File: config.mk
export PLATFORM = sky130hd
export DESIGN_NAME = usb_device_standard_request_handler_flat
export DESIGN_NICKNAME = d
export VERILOG_FILES = /design/src/rtl/udsrh_pkg.sv /design/src/rtl/udsrh_req_if.sv /design/src/rtl/udsrh_rsp_if.sv /design/src/rtl/udsrh_apb.sv /design/src/rtl/udsrh_engine.sv /design/src/rtl/usb_device_standard_request_handler.sv /design/src/flat_wrapper.sv
export SDC_FILE = /design/constraint.sdc
export NUM_CORES = 1
export LEC_CHECK = 0
export BUFFER_PORTS_ARGS = -buffer_cell sky130_fd_sc_hd__buf_2
export CORE_MARGIN = 4
export CORE_UTILIZATION = 50
export DETAILED_ROUTE_END_ITERATION = 10
export HOLD_SLACK_MARGIN = 0.02
export PLACE_DENSITY = 0.81
export SYNTH_ARGS = -nofsm -noshare
export SYNTH_HDL_FRONTEND = slang
export SYNTH_HIERARCHICAL = 1
export SYNTH_SLANG_ARGS = --single-unit
File: constraint.sdc
create_clock -name clk -period 3.75 [get_ports clk]
set_clock_uncertainty 0.1 [all_clocks]
set_input_delay 0.75 -clock clk [delete_from_list [all_inputs] [get_ports clk]]
set_output_delay 0.75 -clock clk [all_outputs]
set_load 0.01 [all_outputs]
File: src/rtl/udsrh_pkg.sv
// Types, codes and descriptor table for the USB standard request handler.
// No dependencies.
package udsrh_pkg;

  // device states
  localparam logic [2:0] ST_UNATTACHED = 3'd0;
  localparam logic [2:0] ST_POWERED    = 3'd1;
  localparam logic [2:0] ST_DEFAULT    = 3'd2;
  localparam logic [2:0] ST_ADDRESSED  = 3'd3;
  localparam logic [2:0] ST_CONFIGURED = 3'd4;
  localparam logic [2:0] ST_SUSPENDED  = 3'd5;

  // item modes
  localparam logic [2:0] MD_SETUP   = 3'd0;
  localparam logic [2:0] MD_VBUS    = 3'd1;
  localparam logic [2:0] MD_SUSPEND = 3'd2;
  localparam logic [2:0] MD_WAKEUP  = 3'd3;
  localparam logic [2:0] MD_RESET   = 3'd4;

  // reply kinds
  localparam logic [1:0] RP_NONE  = 2'd0;
  localparam logic [1:0] RP_ACK   = 2'd1;
  localparam logic [1:0] RP_DATA  = 2'd2;
  localparam logic [1:0] RP_STALL = 2'd3;

  // request codes
  localparam logic [7:0] RQ_GET_STATUS     = 8'd0;
  localparam logic [7:0] RQ_CLEAR_FEATURE  = 8'd1;
  localparam logic [7:0] RQ_SET_FEATURE    = 8'd3;
  localparam logic [7:0] RQ_SET_ADDRESS    = 8'd5;
  localparam logic [7:0] RQ_GET_DESCRIPTOR = 8'd6;
  localparam logic [7:0] RQ_GET_CONFIG     = 8'd8;
  localparam logic [7:0] RQ_SET_CONFIG     = 8'd9;

  // bmRequestType values
  localparam logic [7:0] RT_OUT_DEVICE = 8'h00;
  localparam logic [7:0] RT_OUT_EP     = 8'h02;
  localparam logic [7:0] RT_IN_DEVICE  = 8'h80;
  localparam logic [7:0] RT_IN_IFACE   = 8'h81;
  localparam logic [7:0] RT_IN_EP      = 8'h82;

  // descriptor types
  localparam logic [7:0] DT_DEVICE = 8'h01;
  localparam logic [7:0] DT_CONFIG = 8'h02;
  localparam logic [7:0] DT_STRING = 8'h03;
  localparam logic [7:0] DT_HID    = 8'h21;
  localparam logic [7:0] DT_REPORT = 8'h22;

  // descriptor ids
  localparam logic [3:0] DS_NONE    = 4'd0;
  localparam logic [3:0] DS_DEVICE  = 4'd1;
  localparam logic [3:0] DS_CONFIG  = 4'd2;
  localparam logic [3:0] DS_LANG    = 4'd3;
  localparam logic [3:0] DS_MAKER   = 4'd4;
  localparam logic [3:0] DS_PRODUCT = 4'd5;
  localparam logic [3:0] DS_SERIAL  = 4'd6;
  localparam logic [3:0] DS_HID     = 4'd7;
  localparam logic [3:0] DS_REPORT  = 4'd8;

  localparam logic [7:0] SERIAL_INDEX  = 8'hDC;
  localparam logic [7:0] FEAT_WAKEUP   = 8'h01;
  localparam logic [6:0] ADDR_MASK     = 7'h7F;
  localparam int         STAT_SELF_BIT = 0;
  localparam int         STAT_WAKE_BIT = 1;

  // configuration port
  localparam int         APB_AW     = 3;
  localparam int         APB_DW     = 32;
  localparam logic [0:0] REG_SELF_PWR = 1'b0;

  typedef struct packed {
    logic [2:0]  mode;
    logic        vbus_present;
    logic [7:0]  request_type;
    logic [7:0]  request_code;
    logic [15:0] request_value;
    logic [15:0] request_index;
    logic [15:0] request_length;
  } item_t;

  typedef struct packed {
    logic [2:0]  device_state;
    logic [1:0]  reply;
    logic [15:0] reply_word;
    logic [3:0]  descriptor_id;
    logic [15:0] transfer_length;
    logic [6:0]  device_address;
  } result_t;

  typedef struct packed {
    logic [3:0]  id;
    logic [15:0] size;
  } desc_t;

  function automatic desc_t desc_lookup(logic [7:0] dtype, logic [7:0] idx);
    desc_t d;
    d.id   = DS_NONE;
    d.size = 16'd0;
    case (dtype)
      DT_DEVICE: begin d.id = DS_DEVICE; d.size = 16'd18; end
      DT_CONFIG: begin d.id = DS_CONFIG; d.size = 16'd41; end
      DT_STRING: begin
        if (idx == SERIAL_INDEX) begin
          d.id = DS_SERIAL; d.size = 16'd42;
        end else if (idx == 8'd0) begin
          d.id = DS_LANG; d.size = 16'd4;
        end else if (idx == 8'd1) begin
          d.id = DS_MAKER; d.size = 16'd24;
        end else if (idx == 8'd2) begin
          d.id = DS_PRODUCT; d.size = 16'd46;
        end
      end
      DT_HID:    begin d.id = DS_HID; d.size = 16'd9; end
      DT_REPORT: begin d.id = DS_REPORT; d.size = 16'd63; end
      default: begin end
    endcase
    return d;
  endfunction

endpackage

File: src/rtl/udsrh_req_if.sv
// Request channel: one bus event or setup packet per item.
// Depends on nothing.
interface udsrh_req_if;
  logic        valid;
  logic        ready;
  logic [2:0]  mode;
  logic        vbus_present;
  logic [7:0]  request_type;
  logic [7:0]  request_code;
  logic [15:0] request_value;
  logic [15:0] request_index;
  logic [15:0] request_length;

  modport source (output valid, mode, vbus_present, request_type, request_code,
                  request_value, request_index, request_length, input ready);
  modport sink (input valid, mode, vbus_present, request_type, request_code,
                request_value, request_index, request_length, output ready);
endinterface

File: src/rtl/udsrh_rsp_if.sv
// Result channel: one answer item per request item.
// Depends on nothing.
interface udsrh_rsp_if;
  logic        valid;
  logic        ready;
  logic [2:0]  device_state;
  logic [1:0]  reply;
  logic [15:0] reply_word;
  logic [3:0]  descriptor_id;
  logic [15:0] transfer_length;
  logic [6:0]  device_address;

  modport source (output valid, device_state, reply, reply_word, descriptor_id,
                  transfer_length, device_address, input ready);
  modport sink (input valid, device_state, reply, reply_word, descriptor_id,
                transfer_length, device_address, output ready);
endinterface

File: src/rtl/udsrh_apb.sv
// APB-style register port holding the self_powered bit.
// Uses udsrh_pkg for address and data widths.
module udsrh_apb (
  input  logic                          clk,
  input  logic                          rst,
  input  logic                          psel,
  input  logic                          penable,
  input  logic                          pwrite,
  input  logic [udsrh_pkg::APB_AW-1:0]  paddr,
  input  logic [udsrh_pkg::APB_DW-1:0]  pwdata,
  output logic [udsrh_pkg::APB_DW-1:0]  prdata,
  output logic                          pready,
  output logic                          self_powered
);
  logic hit;

  assign pready = 1'b1;
  assign hit    = paddr[2] == udsrh_pkg::REG_SELF_PWR;

  always_ff @(posedge clk) begin
    if (rst) begin
      self_powered <= 1'b0;
    end else if (psel && penable && pwrite && hit) begin
      self_powered <= pwdata[0];
    end
  end

  assign prdata = hit ? {{(udsrh_pkg::APB_DW-1){1'b0}}, self_powered}
                      : {udsrh_pkg::APB_DW{1'b0}};
endmodule

File: src/rtl/udsrh_engine.sv
// Device state and request decode: answers the held item, updates state on fire.
// Uses udsrh_pkg for codes, item and result types and the descriptor table.
module udsrh_engine #(
  parameter int ENDPOINTS = 7
) (
  input  logic               clk,
  input  logic               rst,
  input  logic               fire,
  input  logic               self_powered,
  input  udsrh_pkg::item_t   item,
  output udsrh_pkg::result_t result
);
  localparam int EP_W = (ENDPOINTS > 1) ? $clog2(ENDPOINTS) : 1;
  localparam logic [4:0] EP_LIMIT = 5'(ENDPOINTS);
  localparam logic [ENDPOINTS-1:0] EP0_MASK = ENDPOINTS'(1);
  localparam logic [ENDPOINTS-1:0] CFG_MASK = ENDPOINTS'(7);

  logic [2:0]           dev_state, dev_state_next;
  logic                 config_selected, config_selected_next;
  logic [6:0]           addr_reg, addr_reg_next;
  logic                 addr_valid, addr_valid_next;
  logic                 wakeup_enabled, wakeup_enabled_next;
  logic [ENDPOINTS-1:0] halt_flags, halt_flags_next;
  logic [ENDPOINTS-1:0] ep_enabled, ep_enabled_next;

  logic [3:0]      ep;
  logic [EP_W-1:0] ep_idx;
  logic            ep_ok;
  logic            halt_bit;
  logic            en_bit;
  logic [7:0]      lo;
  logic            is_set;
  udsrh_pkg::desc_t dsc;

  assign ep       = item.request_index[3:0];
  assign ep_idx   = ep[EP_W-1:0];
  assign ep_ok    = {1'b0, ep} < EP_LIMIT;
  assign halt_bit = ep_ok ? halt_flags[ep_idx] : 1'b0;
  assign en_bit   = ep_ok ? ep_enabled[ep_idx] : 1'b0;
  assign lo       = item.request_value[7:0];
  assign is_set   = item.request_code == udsrh_pkg::RQ_SET_FEATURE;
  assign dsc      = udsrh_pkg::desc_lookup(item.request_value[15:8], lo);

  always_comb begin
    dev_state_next       = dev_state;
    config_selected_next = config_selected;
    addr_reg_next        = addr_reg;
    addr_valid_next      = addr_valid;
    wakeup_enabled_next  = wakeup_enabled;
    halt_flags_next      = halt_flags;
    ep_enabled_next      = ep_enabled;
    result.reply           = udsrh_pkg::RP_NONE;
    result.reply_word      = 16'd0;
    result.descriptor_id   = udsrh_pkg::DS_NONE;
    result.transfer_length = 16'd0;

    case (item.mode)
      udsrh_pkg::MD_VBUS: begin
        dev_state_next = item.vbus_present ? udsrh_pkg::ST_POWERED
                                           : udsrh_pkg::ST_UNATTACHED;
      end
      udsrh_pkg::MD_SUSPEND: begin
        dev_state_next = udsrh_pkg::ST_SUSPENDED;
      end
      udsrh_pkg::MD_WAKEUP: begin
        if (dev_state == udsrh_pkg::ST_SUSPENDED) begin
          dev_state_next = config_selected ? udsrh_pkg::ST_CONFIGURED :
                           addr_valid ? udsrh_pkg::ST_ADDRESSED : udsrh_pkg::ST_POWERED;
        end
      end
      udsrh_pkg::MD_RESET: begin
        dev_state_next       = udsrh_pkg::ST_DEFAULT;
        config_selected_next = 1'b0;
        addr_reg_next        = 7'd0;
        addr_valid_next      = 1'b0;
        halt_flags_next      = '0;
        ep_enabled_next      = EP0_MASK;
      end
      udsrh_pkg::MD_SETUP: begin
        if (dev_state != udsrh_pkg::ST_UNATTACHED &&
            dev_state != udsrh_pkg::ST_SUSPENDED) begin
          result.reply = udsrh_pkg::RP_STALL;
          case (item.request_code)
            udsrh_pkg::RQ_GET_STATUS: begin
              if (item.request_type == udsrh_pkg::RT_IN_DEVICE) begin
                result.reply_word[udsrh_pkg::STAT_SELF_BIT] = self_powered;
                result.reply_word[udsrh_pkg::STAT_WAKE_BIT] = wakeup_enabled;
                result.reply = udsrh_pkg::RP_DATA;
              end else if (item.request_type == udsrh_pkg::RT_IN_EP && ep_ok) begin
                result.reply_word[0] = halt_bit;
                result.reply = udsrh_pkg::RP_DATA;
              end
              if (result.reply == udsrh_pkg::RP_DATA) begin
                result.transfer_length = (item.request_length < 16'd2)
                                         ? item.request_length : 16'd2;
              end
            end
            udsrh_pkg::RQ_CLEAR_FEATURE, udsrh_pkg::RQ_SET_FEATURE: begin
              if (item.request_type == udsrh_pkg::RT_OUT_DEVICE) begin
                if (lo == udsrh_pkg::FEAT_WAKEUP) begin
                  wakeup_enabled_next = is_set;
                  result.reply = udsrh_pkg::RP_ACK;
                end
              end else if (item.request_type == udsrh_pkg::RT_OUT_EP) begin
                if (lo != 8'd0) begin
                  result.reply = udsrh_pkg::RP_ACK;
                end else if (ep != 4'd0 && ep_ok) begin
                  if (en_bit) begin
                    halt_flags_next[ep_idx] = is_set;
                  end
                  result.reply = udsrh_pkg::RP_ACK;
                end
              end
            end
            udsrh_pkg::RQ_SET_ADDRESS: begin
              if (item.request_type == udsrh_pkg::RT_OUT_DEVICE) begin
                addr_reg_next   = item.request_value[6:0] & udsrh_pkg::ADDR_MASK;
                addr_valid_next = 1'b1;
                dev_state_next  = (addr_reg_next != 7'd0) ? udsrh_pkg::ST_ADDRESSED
                                                          : udsrh_pkg::ST_DEFAULT;
                result.reply = udsrh_pkg::RP_ACK;
              end
            end
            udsrh_pkg::RQ_GET_DESCRIPTOR: begin
              if ((item.request_type == udsrh_pkg::RT_IN_DEVICE ||
                   item.request_type == udsrh_pkg::RT_IN_IFACE) &&
                  dsc.id != udsrh_pkg::DS_NONE) begin
                result.descriptor_id   = dsc.id;
                result.reply           = udsrh_pkg::RP_DATA;
                result.transfer_length = (item.request_length < dsc.size)
                                         ? item.request_length : dsc.size;
              end
            end
            udsrh_pkg::RQ_GET_CONFIG: begin
              if (item.request_type == udsrh_pkg::RT_IN_DEVICE) begin
                result.reply_word[0]   = config_selected;
                result.reply           = udsrh_pkg::RP_DATA;
                result.transfer_length = (item.request_length < 16'd1)
                                         ? item.request_length : 16'd1;
              end
            end
            udsrh_pkg::RQ_SET_CONFIG: begin
              if (item.request_type == udsrh_pkg::RT_OUT_DEVICE && lo <= 8'd1) begin
                config_selected_next = lo[0];
                halt_flags_next      = '0;
                if (lo[0]) begin
                  dev_state_next  = udsrh_pkg::ST_CONFIGURED;
                  ep_enabled_next = CFG_MASK;
                end else begin
                  dev_state_next  = addr_valid ? udsrh_pkg::ST_ADDRESSED
                                               : udsrh_pkg::ST_POWERED;
                  ep_enabled_next = EP0_MASK;
                end
                result.reply = udsrh_pkg::RP_ACK;
              end
            end
            default: begin end
          endcase
        end
      end
      default: begin end
    endcase

    result.device_state   = dev_state_next;
    result.device_address = addr_reg_next;
  end

  always_ff @(posedge clk) begin
    if (rst) begin
      dev_state       <= udsrh_pkg::ST_UNATTACHED;
      config_selected <= 1'b0;
      addr_reg        <= 7'd0;
      addr_valid      <= 1'b0;
      wakeup_enabled  <= 1'b0;
      halt_flags      <= '0;
      ep_enabled      <= EP0_MASK;
    end else if (fire) begin
      dev_state       <= dev_state_next;
      config_selected <= config_selected_next;
      addr_reg        <= addr_reg_next;
      addr_valid      <= addr_valid_next;
      wakeup_enabled  <= wakeup_enabled_next;
      halt_flags      <= halt_flags_next;
      ep_enabled      <= ep_enabled_next;
    end
  end
endmodule

File: src/rtl/usb_device_standard_request_handler.sv
// Top level of the USB standard request handler: input register, engine, result register.
// Uses udsrh_pkg, udsrh_req_if, udsrh_rsp_if, udsrh_apb and udsrh_engine.
//
//   channel  dir  handshake        carries
//   req      in   valid / ready    bus event or setup packet fields
//   rsp      out  valid / ready    device state, reply, word, descriptor, length, address
//   apb      in   psel / penable   self_powered register, pready always high
//
// Each item sits in the input register, is decoded and applied to the device state,
// and lands in the result register when that register is empty or being read: one
// item per cycle sustained while rsp.ready stays high. Reset (synchronous, rst
// high) empties both registers and restores the unattached state. A stalled result
// holds; the input register still fills and waits behind it, so two items can be buffered.
module usb_device_standard_request_handler #(
  parameter int ENDPOINTS = 7
) (
  input  logic                          clk,
  input  logic                          rst,
  udsrh_req_if.sink                     req,
  udsrh_rsp_if.source                   rsp,
  input  logic                          psel,
  input  logic                          penable,
  input  logic                          pwrite,
  input  logic [udsrh_pkg::APB_AW-1:0]  paddr,
  input  logic [udsrh_pkg::APB_DW-1:0]  pwdata,
  output logic [udsrh_pkg::APB_DW-1:0]  prdata,
  output logic                          pready
);
  logic               in_v;
  udsrh_pkg::item_t   in_q;
  logic               out_v;
  udsrh_pkg::result_t out_q;
  udsrh_pkg::result_t res;
  logic               adv;
  logic               self_powered;

  assign adv       = in_v && (!out_v || rsp.ready);
  assign req.ready = !in_v || adv;

  always_ff @(posedge clk) begin
    if (rst) begin
      in_v  <= 1'b0;
      out_v <= 1'b0;
    end else begin
      if (req.ready) begin
        in_v <= req.valid;
      end
      if (adv) begin
        out_v <= 1'b1;
      end else if (rsp.ready) begin
        out_v <= 1'b0;
      end
    end
  end

  always_ff @(posedge clk) begin
    if (req.ready && req.valid) begin
      in_q.mode           <= req.mode;
      in_q.vbus_present   <= req.vbus_present;
      in_q.request_type   <= req.request_type;
      in_q.request_code   <= req.request_code;
      in_q.request_value  <= req.request_value;
      in_q.request_index  <= req.request_index;
      in_q.request_length <= req.request_length;
    end
    if (adv) begin
      out_q <= res;
    end
  end

  udsrh_apb u_apb (
    .clk          (clk),
    .rst          (rst),
    .psel         (psel),
    .penable      (penable),
    .pwrite       (pwrite),
    .paddr        (paddr),
    .pwdata       (pwdata),
    .prdata       (prdata),
    .pready       (pready),
    .self_powered (self_powered)
  );

  udsrh_engine #(.ENDPOINTS(ENDPOINTS)) u_engine (
    .clk          (clk),
    .rst          (rst),
    .fire         (adv),
    .self_powered (self_powered),
    .item         (in_q),
    .result       (res)
  );

  assign rsp.valid           = out_v;
  assign rsp.device_state    = out_q.device_state;
  assign rsp.reply           = out_q.reply;
  assign rsp.reply_word      = out_q.reply_word;
  assign rsp.descriptor_id   = out_q.descriptor_id;
  assign rsp.transfer_length = out_q.transfer_length;
  assign rsp.device_address  = out_q.device_address;
endmodule

File: src/flat_wrapper.sv
// flat-port wrapper written by rule: the top's interface ports become plain ports
module usb_device_standard_request_handler_flat 
#(
  parameter int ENDPOINTS = 7
)
  (clk, rst, psel, penable, pwrite, paddr, pwdata, prdata, pready, req_valid, req_mode, req_vbus_present, req_request_type, req_request_code, req_request_value, req_request_index, req_request_length, req_ready, rsp_valid, rsp_device_state, rsp_reply, rsp_reply_word, rsp_descriptor_id, rsp_transfer_length, rsp_device_address, rsp_ready);
  udsrh_req_if req_i ();
  udsrh_rsp_if rsp_i ();
  input  logic clk;
  input  logic rst;
  input  logic psel;
  input  logic penable;
  input  logic pwrite;
  input  logic [udsrh_pkg::APB_AW-1:0] paddr;
  input  logic [udsrh_pkg::APB_DW-1:0] pwdata;
  output logic [udsrh_pkg::APB_DW-1:0] prdata;
  output logic pready;
  input wire logic [$bits(req_i.valid)-1:0] req_valid;
  input wire logic [$bits(req_i.mode)-1:0] req_mode;
  input wire logic [$bits(req_i.vbus_present)-1:0] req_vbus_present;
  input wire logic [$bits(req_i.request_type)-1:0] req_request_type;
  input wire logic [$bits(req_i.request_code)-1:0] req_request_code;
  input wire logic [$bits(req_i.request_value)-1:0] req_request_value;
  input wire logic [$bits(req_i.request_index)-1:0] req_request_index;
  input wire logic [$bits(req_i.request_length)-1:0] req_request_length;
  output wire logic [$bits(req_i.ready)-1:0] req_ready;
  output wire logic [$bits(rsp_i.valid)-1:0] rsp_valid;
  output wire logic [$bits(rsp_i.device_state)-1:0] rsp_device_state;
  output wire logic [$bits(rsp_i.reply)-1:0] rsp_reply;
  output wire logic [$bits(rsp_i.reply_word)-1:0] rsp_reply_word;
  output wire logic [$bits(rsp_i.descriptor_id)-1:0] rsp_descriptor_id;
  output wire logic [$bits(rsp_i.transfer_length)-1:0] rsp_transfer_length;
  output wire logic [$bits(rsp_i.device_address)-1:0] rsp_device_address;
  input wire logic [$bits(rsp_i.ready)-1:0] rsp_ready;
  assign req_i.valid = req_valid;
  assign req_i.mode = req_mode;
  assign req_i.vbus_present = req_vbus_present;
  assign req_i.request_type = req_request_type;
  assign req_i.request_code = req_request_code;
  assign req_i.request_value = req_request_value;
  assign req_i.request_index = req_request_index;
  assign req_i.request_length = req_request_length;
  assign req_ready = req_i.ready;
  assign rsp_valid = rsp_i.valid;
  assign rsp_device_state = rsp_i.device_state;
  assign rsp_reply = rsp_i.reply;
  assign rsp_reply_word = rsp_i.reply_word;
  assign rsp_descriptor_id = rsp_i.descriptor_id;
  assign rsp_transfer_length = rsp_i.transfer_length;
  assign rsp_device_address = rsp_i.device_address;
  assign rsp_i.ready = rsp_ready;
  usb_device_standard_request_handler #(.ENDPOINTS(ENDPOINTS)) u_core (.clk(clk), .rst(rst), .req(req_i), .rsp(rsp_i), .psel(psel), .penable(penable), .pwrite(pwrite), .paddr(paddr), .pwdata(pwdata), .prdata(prdata), .pready(pready));
endmodule
Word-level counts from Yosys, hierarchy flattened
Cells that the tools add are included.
{ "op_classes": {"order_cmp": 7, "eq_ne": 37, "mux": 80, "bitwise": 1, "reduce_logical": 35} }
{ "ops": {"columns": ["cell", "count"], "rows": [
  ["$pmux W20 S5", 1],
  ["$mux W16", 6],
  ["$mux W7", 13],
  ["$mux W19", 4],
  ["$pmux W7 S2", 4],
  ["$pmux W16 S3", 1],
  ["$eq A8 B2 Y1 const B", 5],
  ["$eq A8 B8 Y1 const B", 4],
  ["$eq A8 B1 Y1 const B", 3],
  ["$logic_not A8 Y1", 3],
  ["$mux W1", 23],
  ["$mux W2", 11],
  ["$mux W3", 7],
  ["$ne A3 B3 Y1 const B", 7],
  ["$eq A8 B3 Y1 const B", 2],
  ["$eq A8 B4 Y1 const B", 2],
  ["$eq A8 B6 Y1 const B", 2],
  ["$lt A16 B1 Y1 const B", 1],
  ["$lt A16 B16 Y1", 1],
  ["$lt A16 B2 Y1 const B", 1],
  ["$pmux W3 S5", 1],
  ["$pmux W2 S6", 1],
  ["$logic_and A1 B1 Y1", 11],
  ["$reduce_and A10 Y1", 1],
  ["30 further kinds", 45]
]} }
{ "word_totals": {"reg_bits": 120, "input_bits": 110, "out_inout_bits": 83, "elab_cells": 184} }

Logic depth before layout (Yosys ltp)
Gate-level depths: netlist of run 1.
{ "logic_depth": {"word_depth": 13, "ltp_mapped": 12, "mapped_depth_nobuf": 11} }

Hierarchy
Netlist of run 1, hierarchy kept.
{ "modules_own_cells": {"columns": ["mod", "n_inst", "cells_per_inst", "area_per_inst_um2", "seq_area_each_um2"], "rows": [
  ["usb_device_standard_request_handler", 1, 126, 3587.2, 3523.4],
  ["udsrh_engine", 1, 328, 2461.1, 400.4],
  ["udsrh_apb", 1, 40, 309.0, 20.0]
]} }

Worst setup path before layout of run 1
OpenSTA, ideal clock, no wires.
{ "synth_timing": {"kind": "reg2reg", "start": "register u_core/in_q[34] (netlist name)", "end": "register u_core.out_q (netlist bit u_core/rsp.transfer_length[1]) (data pin)", "arrival_time_ns": 2.926, "required_time_ns": 3.498, "slack_ns": 0.571, "stages_incl_launch_ff": 11, "path_buffers": 0, "synth_period_minus_slack_ns": 3.179, "cell_sequence": "edfxtp_1 > or4_1 > nor4_1 > nand2_1 > a31o_2 > ha_1 > nand3_1 > o21ai_0 > nor3_2 > mux2_2 > o22ai_1"} }
{ "synth_via": {"elab_chain_len": 10} }
{ "synth_lines": {"columns": ["element", "line_no", "text"], "rows": [
  ["from (decl)", "usb_device_standard_request_handler.sv:30", "udsrh_pkg::item_t in_q;"],
  ["$eq A8 B2 Y1", "udsrh_pkg.sv:109", "end else if (idx == 8'd2) begin"],
  ["$mux W19", "udsrh_pkg.sv:109", null],
  ["$mux W19", "udsrh_pkg.sv:107", "end else if (idx == 8'd1) begin"],
  ["$mux W19", "udsrh_pkg.sv:105", "end else if (idx == 8'd0) begin"],
  ["$mux W19 *", "udsrh_pkg.sv:103", "if (idx == SERIAL_INDEX) begin"],
  ["$pmux W20 S5 *", "udsrh_pkg.sv:99", "case (dtype)"],
  ["$lt A16 B16 Y1 or $reduce_bool A4 Y1 (tied branches)", "udsrh_engine.sv:130, udsrh_engine.sv:127", null],
  ["$mux W16 or $logic_and A1 B1 Y1 (tied branches)", "udsrh_engine.sv:131, udsrh_engine.sv:126", null],
  ["$mux W16 *", "udsrh_engine.sv:125", "if ((item.request_type == udsrh_pkg::RT_IN_DEVICE ||"],
  ["$pmux W16 S3 *", "udsrh_engine.sv:83", "case (item.request_code)"],
  ["to (signal assigned)", "usb_device_standard_request_handler.sv:67", "out_q <= res;"],
  ["to (decl)", "usb_device_standard_request_handler.sv:32", "udsrh_pkg::result_t out_q;"]
]} }
Mark *: on every way between the ends. The rest lies on a longest branch, timed or not.
A chain may end at the register's enable or synchronous reset.

Worst setup path after layout of run 1
{ "layout_timing": {"start": "register u_core/in_q[34] (netlist name)", "end": "register u_core.out_q (netlist bit u_core/rsp.transfer_length[4]) (data pin)"} }
Same word-level chain as after synthesis.

==> results of run 1 <==
## final timing paths
check	to	slack, ps	cells past startpoint	startpoint
setup reg to reg	u_core/rsp.transfer_length[4]	210	11	u_core/in_q[34]
hold reg to reg	u_core/u_engine/halt_flags[3]	350	1	u_core/u_engine/halt_flags[3]
hold / removal	u_core/u_engine/halt_flags[3]	350	1	u_core/u_engine/halt_flags[3]
setup / recovery	u_core/rsp.transfer_length[4]	210	11	u_core/in_q[34]
## stage by stage
step                utilization (%)  area [µm²]  total power (W)
CTS                            61.4        7100          0.00360
global placement               56.0        6480          0.00188
detailed placement             56.0        6480          0.00189
global route                   61.4        7100          0.00370
floorplan                         -        6200          0.00184
finish                         61.4        7100          0.00357
## final cells by class
type | count | area [µm²]
inverters | 10 | 37.5
fillers | 904 | 4460
clock buffers | 20 | 437
flip-flops and latches | 127 | 3580
clock inverters | 12 | 185
repair buffers | 123 | 636
well taps | 143 | 179
multi-input cells | 327 | 2050
## metal layers
metal | vias up | track usage [%]
met5 | - | 0
met4 | 0 | 6.74
met3 | 20 | 6.97
met2 | 217 | 28.4
met1 | 1928 | 21.7
li1 | 1966 | -
## layout by cell type, fill, tap and decap left out, types with 4 or more instances in the layout
cell type and count:
mux2i_1 4, a22o_1 14, nand3b_1 5, or2_2 6, nand4_1 4, nand3_1 11
o21ai_0 22, nand2b_1 8, nor3b_1 6, ha_1 5, and2_1 6, edfxtp_1 104
inv_1 10, mux2_2 4, nand2_1 21, a21oi_1 20, nor2b_1 11, nor4_1 9
nor3_1 8, or4_1 6, a31o_2 4, buf_2 115, clkbuf_16 17, bufinv_16 4
buf_4 8, clkinvlp_4 4, nor2_1 23, or3_1 5, conb_1 56, dfxtp_1 23
## report_power, final
group	total (W)	internal (W)	switching [W]
combinational	0.000212	0.0000840	0.000128
clock	0.00171	0.00112	0.000590
sequential	0.00165	0.00160	0.0000495
==> results.yml, run 1 <==
run_status:
  outcome: "completed"
drt:
  routedWlPerCell_um: 15.8
  drtIter0Drc: 275
  firstDrtPassIters: 5
  routed_wl_um: 12100
  vias_per_cell: 5.42
  postRouteAntennaNets: 0
  dr_total_vias: 4131
  dr_wl_met2_um: 5500
  wl_met1_um: 5170
  routed.top_layer: "met4"
  wl_met3_um: 1180
  drc: 0
global_routing:
  grt_usage_pct: 17.7
  grt_pass1_wl_um: 19500
  first_global_vias: 4029
  grt_max_degree: 57
  antenna_found_initial: 0
  grt_overflow_total: 0
sta:
  slew_violations: 0
  rsz0062_at_grt: "no"
  setup_tns_ps: 0
  fmax_mhz: 282
  finalHoldViolations: 0
  min_period_over_period_pct: 94.5
  setup_slack_ps: 208
  slew_headroom_pct: 52.1
  finalSetupViolations: 0
  min_period_ps: 3540
  whs_ps: 350
  tightest_slew_ps: 710
floorplan:
  coreArea_mm2: 0.0116
  die_x_um: 118
  die_y_um: 118
  start_util_pct: 51.9
  num_rows: 39
  ioPinCount: 193
  dieArea_mm2: 0.0138
job:
  drv_cap: 0
worst_setup_path:
  critPathLaunchType: "register"
  critPathMaxStageDelay_ps: 600
  crit_type: "reg -> reg"
  cpMaxStageDelayCell: "or4_1"
  worstPathMaxFanout: 6
  critPathRequiredTime_ps: 3920
  cp_top_family: "simple AND/OR/NAND/NOR gates"
  critPathArrivalTime_ps: 3710
  cp-end-kind: "register"
  cp_num_buf_inv: 1
  path_cells: "or4_1, nor4_1, o2111ai_1, nor2b_1, ha_1, a21oi_1, o21ai_0, nor3_2, buf_4, mux2_2, nor2_1"
place:
  port_buffers: 115
  dp.cells: 730
  dp_slack_ps: 267
  place_hpwl_um: 8740
  gp_congestion: 0.881
clock_network:
  h-tree-depth: 4
  clock_latency_ps: 410
  ctsResizeCount: 0
  path_clk_slew_ps: 60
  cts_made_buffers: 17
  clockBufferDepth: 2
  clockRootBuffer: "clkbuf_16"
  clkSinkCount: 127
  cts_tree: "yes"
  cts_setup_buffers: 0
  hold_buffers: 0
final_layout:
  diodes: 0
  fin_cells: 762
  area_growth_pct: 18.4
  largest_reg_flops: 56
  fin_nets: 721
  layout-drive-gt1-share_pct: 30.2
  regMostFlops: "u_core/in_q"
worst_hold_path:
  hp-class: "reg -> reg"
synthesis:
  ys_warn_count: 6
  synthCells: 482
  syn_area_mm2: 0.00600
  synth.avg_cell_area_um2: 12.4
power:
  p_leak_nw: 2.69
  power_density_mw_per_mm2: 502
  vdd_ir_drop_max_v: 0.000414
Note: power is estimated with default switching activity, not from simulation.
==> inputs of run 2 (changes only) <==
BUFFER_PORTS_ARGS = unset   (was -buffer_cell sky130_fd_sc_hd__buf_2)
DONT_BUFFER_PORTS = 1   (was unset)
PLACE_DENSITY = 0.68   (was 0.81)
==> results.yml, run 2 (synthesis gave the netlist of run 1 again) <==
clock_network:
  cts_tree: "yes"
  clock_latency_ps: 410
  hold_buffers: 0
  clockBufferDepth: 2
  clkSinkCount: 127
  cts_made_buffers: 17
  cts_setup_buffers: 0
  ctsResizeCount: 0
  h-tree-depth: 4
  clockRootBuffer: "clkbuf_16"
  path_clk_slew_ps: 50
sta:
  rsz0062_at_grt: "no"
  fmax_mhz: 288
  setup_tns_ps: 0
  min_period_ps: 3470
  tightest_slew_ps: 735
  finalHoldViolations: 0
  finalSetupViolations: 0
  min_period_over_period_pct: 92.5
  slew_violations: 0
  slew_headroom_pct: 51.0
place:
  port_buffers: 0
  gp_congestion: 0.867
  place_hpwl_um: 8000
  placed_area_mm2: 0.00591
final_layout:
  area_growth_pct: 8.39
  regMostFlops: "u_core/in_q"
  diodes: 0
  layout-drive-gt1-share_pct: 14.3
  largest_reg_flops: 56
  n_fill_cell: 929
  stdcell_area_mm2: 0.00650
  final_common_cell: "edfxtp_1"
  fin_nets: 606
  layout_common_cells: "edfxtp_1 (104), conb_1 (56), dfxtp_1 (23), nor2_1 (23), o21ai_0 (22)"
drt:
  routed_wl_um: 11300
  firstDrtPassIters: 5
  postRouteAntennaNets: 0
  vias_per_cell: 5.58
  drc: 0
  drtIter0Drc: 299
  routedWlPerCell_um: 17.5
  dr_total_vias: 3612
floorplan:
  num_rows: 39
  ioPinCount: 193
  dieArea_mm2: 0.0138
  die_x_um: 118
  start_util_pct: 51.9
  coreArea_mm2: 0.0116
  die_y_um: 118
worst_setup_path:
  worstPathMaxFanout: 8
  critPathArrivalTime_ps: 3630
  rrSetupSlack_ps: 280
  worst_r2r_path_depth: 11
  crit_type: "reg -> reg"
  critPathLaunchType: "register"
  critPathRequiredTime_ps: 3910
  rr_startpoint: "u_core/in_q[34]"
  reg2reg_to: "u_core/rsp.transfer_length[1]"
  cp-end-kind: "register"
global_routing:
  grt_max_degree: 57
  grt_overflow_total: 0
  busiest_layer: "met2"
  antenna_found_initial: 0
  grtUsageMet2_pct: 25.6
  gr-usage-met1_pct: 21.0
  first_global_vias: 3533
  grt_usage_pct: 16.7
  use_met3_pct: 7.40
  grt_pass1_wl_um: 18100
worst_hold_path:
  hold_end: "u_core/in_v"
  min_from: "rst"
  hp-class: "in -> reg"
  hold-path-cell-count: 1
power:
  power_density_mw_per_mm2: 528
  p_leak_nw: 2.23
  vdd_ir_drop_max_v: 0.000423
job:
  drv_cap: 0
run_status:
  outcome: "completed"
==> run 2: cell types whose count changed in the layout (fill, tap and decap cells not counted), sizes merged <==
cell / previous run / this run
bufinv: 4 / 3
clkbuf: 20 / 17
clkinv: 2 / 7
clkinvlp: 4 / 3
buf: 123 / 8
==> run 2: power breakdown <==
part	switching (W)	leakage, nW	internal [W]
combinational	0.0000940	0.761	0.0000464
sequential	0.0000652	1.19	0.00160
clock	0.000587	0.282	0.00104
total	0.000747	2.23	0.00269
==> run 2: cell type report <==
class                           instances  area, µm²  area share [%]
Clock buffer                           17        425            6.54
Clock inverter                         15        169            2.60
Inverter                               10       37.5           0.577
Multi-Input combinational cell        327       2050            31.5
Sequential cell                       127       3580            55.1
Tap cell                              143        179            2.75
Timing Repair Buffer                    8       60.1           0.924
==> run 2: metrics by stage <==
stage               power (W)  hold slack [ps]  setup slack (ps)  std cells  util [%]
finish                0.00343              298               281        647      56.2
global route          0.00356              280              57.7        647      56.2
CTS                   0.00347              281               289        647      56.2
detailed placement    0.00183              345               318        615      51.1
global placement      0.00183              341               421        615      51.1
floorplan             0.00184              324               571        535         -
==> run 2: worst max-delay path by stage <==
stage                                         end  slack, ps            start
floorplan           u_core/rsp.transfer_length[1]        570  u_core/in_q[34]
global placement    u_core/rsp.transfer_length[1]        420  u_core/in_q[34]
detailed placement  u_core/rsp.transfer_length[1]        320  u_core/in_q[34]
CTS                 u_core/rsp.transfer_length[1]        290  u_core/in_q[34]
global route        u_core/rsp.transfer_length[1]         60  u_core/in_q[34]
finish              u_core/rsp.transfer_length[1]        280  u_core/in_q[34]
==> run 2: critical path, stage by stage, from the launching register on <==
cell	delay, ps
edfxtp_1	450
or4_1	600
nor4_1	280
o2111ai_1	230
nor2b_1	230
ha_1	320
a21oi_1	160
o21ai_0	110
nor3_2	160
buf_4	180
mux2_2	350
o22ai_1	150
==> run 2: metal layers <==
metal	up-vias	routed length, µm	share of wire [%]
met5	-	0	0
met4	0	167	1.5
met3	16	1050	9.3
met2	172	5220	46
met1	1681	4880	43
li1	1743	-	-
==> inputs of run 3 (changes only) <==
CORE_MARGIN = 10   (was 4)
clock period = 3.2 ns   (was 3.75 ns; I/O delays follow)
==> results.yml, run 3 (synthesis gave the netlist of run 1 again) <==
worst_setup_path:
  cp-endpoint: "u_core/rsp.transfer_length[1]"
  critPathArrivalTime_ps: 3290
  critPathRequiredTime_ps: 3370
  critPathLaunchType: "register"
  rr_startpoint: "u_core/in_q[34]"
  worstSetupStartpoint: "u_core/in_q[34]"
  cp-end-kind: "register"
  rrSetupSlack_ps: 80
  reg2reg_to: "u_core/rsp.transfer_length[1]"
  worstPathMaxFanout: 8
  worst_r2r_path_depth: 11
  crit_type: "reg -> reg"
place:
  port_buffers: 0
  gp_congestion: 0.863
  place_hpwl_um: 9090
power:
  power_density_mw_per_mm2: 623
  vdd_ir_drop_max_v: 0.000543
  power_w: 0.00425
  p_leak_nw: 2.37
final_layout:
  fin_util_pct: 59.0
  regMostFlops: "u_core/in_q"
  fin_nets: 621
  final_common_cell: "edfxtp_1"
  area_growth_pct: 13.7
  layout_common_cells: "edfxtp_1 (104), conb_1 (56), dfxtp_1 (23), buf_4 (23)"
  layout-drive-gt1-share_pct: 20.0
  largest_reg_flops: 56
floorplan:
  die_x_um: 130
  die_y_um: 130
  coreArea_mm2: 0.0116
  start_util_pct: 51.9
  num_rows: 39
  dieArea_mm2: 0.0168
  ioPinCount: 193
sta:
  whs_ps: 189
  min_period_ps: 3120
  finalHoldViolations: 0
  finalSetupViolations: 0
  slew_headroom_pct: 51.0
  setup_tns_ps: 0
  min_period_over_period_pct: 97.5
  tightest_slew_ps: 736
  fmax_mhz: 321
  rsz0062_at_grt: "yes"
  slew_violations: 0
drt:
  drtIter0Drc: 214
  postRouteAntennaNets: 0
  vias_per_cell: 5.58
  firstDrtPassIters: 5
  routedWlPerCell_um: 19.0
  routed_wl_um: 12600
  drc: 0
  dr_total_vias: 3702
clock_network:
  hold_buffers: 0
  clockBufferDepth: 2
  clockRootBuffer: "clkbuf_16"
  clock_latency_ps: 420
  h-tree-depth: 4
  cts_made_buffers: 17
  cts_tree: "yes"
  path_clk_slew_ps: 60
  clkSinkCount: 127
run_status:
  outcome: "completed"
global_routing:
  grt_overflow_total: 0
  grt_usage_pct: 14.8
  first_global_vias: 3602
  grt_pass1_wl_um: 19100
  antenna_found_initial: 1
  grt_max_degree: 57
worst_hold_path:
  min_from: "rst"
  hp-class: "in -> reg"
job:
  drv_cap: 0
[run 3: per-stage QoR]
stage                     cells  setup slack [ps]  area (µm²)
after floorplan             535              21.4        6200
after global placement      627             -42.3        6000
after detailed placement    627              -153        6000
after CTS                   661              11.0        6730
after global routing        662             -37.2        6820
final                       663              80.7        6820
[run 3: critical path: stages (launching register included)]
cell	delay, ps
edfxtp_1	390
or4_4	600
nor4_4	350
nand2_2	110
a31o_4	250
ha_4	260
nand3_2	70
o21ai_1	190
nor3_2	70
buf_4	160
mux2_4	310
o22ai_2	130
[run 3: layout make-up]
type	count	area, µm²
Antenna cell	1	2.50
Clock buffer	19	433
Clock inverter	13	216
Fill cell	912	4740
Inverter	10	37.5
Multi-Input combinational cell	327	2200
Sequential cell	127	3580
Tap cell	143	179
Timing Repair Buffer	23	173
[run 3: worst min-delay path by stage]
stage                                     to  slack, ps  depth (start not counted)
2_1_floorplan  u_core/u_engine/halt_flags[3]        320                          1
3_3_place_gp   u_core/u_engine/halt_flags[0]        340                          1
3_5_place_dp   u_core/u_engine/halt_flags[5]        340                          1
4_1_cts                          u_core/in_v        170                          1
5_1_grt                          u_core/in_v        160                          1
6_report                         u_core/in_v        190                          1
[run 3: per-layer routing]
layer  track usage (%)  wire length (µm)  up-vias
met5                 0                 0        -
met4              4.96               153        0
met3              8.69              1490       12
met2              22.9              5840      179
met1              16.7              5100     1748
li1                  -                 -     1763
[run 3: what timing repair did]
item / CTS / global route
pin swaps: 4 / 9
setup buffers: 2 / 1
gates resized for setup: 14 / 15
hold endpoints to repair: 0 / 0
endpoints found under the setup margin: 6 / 6
gates cloned: 0 / 0
[run 3: report_power, final]
group          leakage, nW  internal (W)  switching, W  total [W]
logic                0.875     0.0000665      0.000127   0.000194
registers             1.19       0.00188     0.0000725    0.00195
clock network        0.312       0.00145      0.000658    0.00211
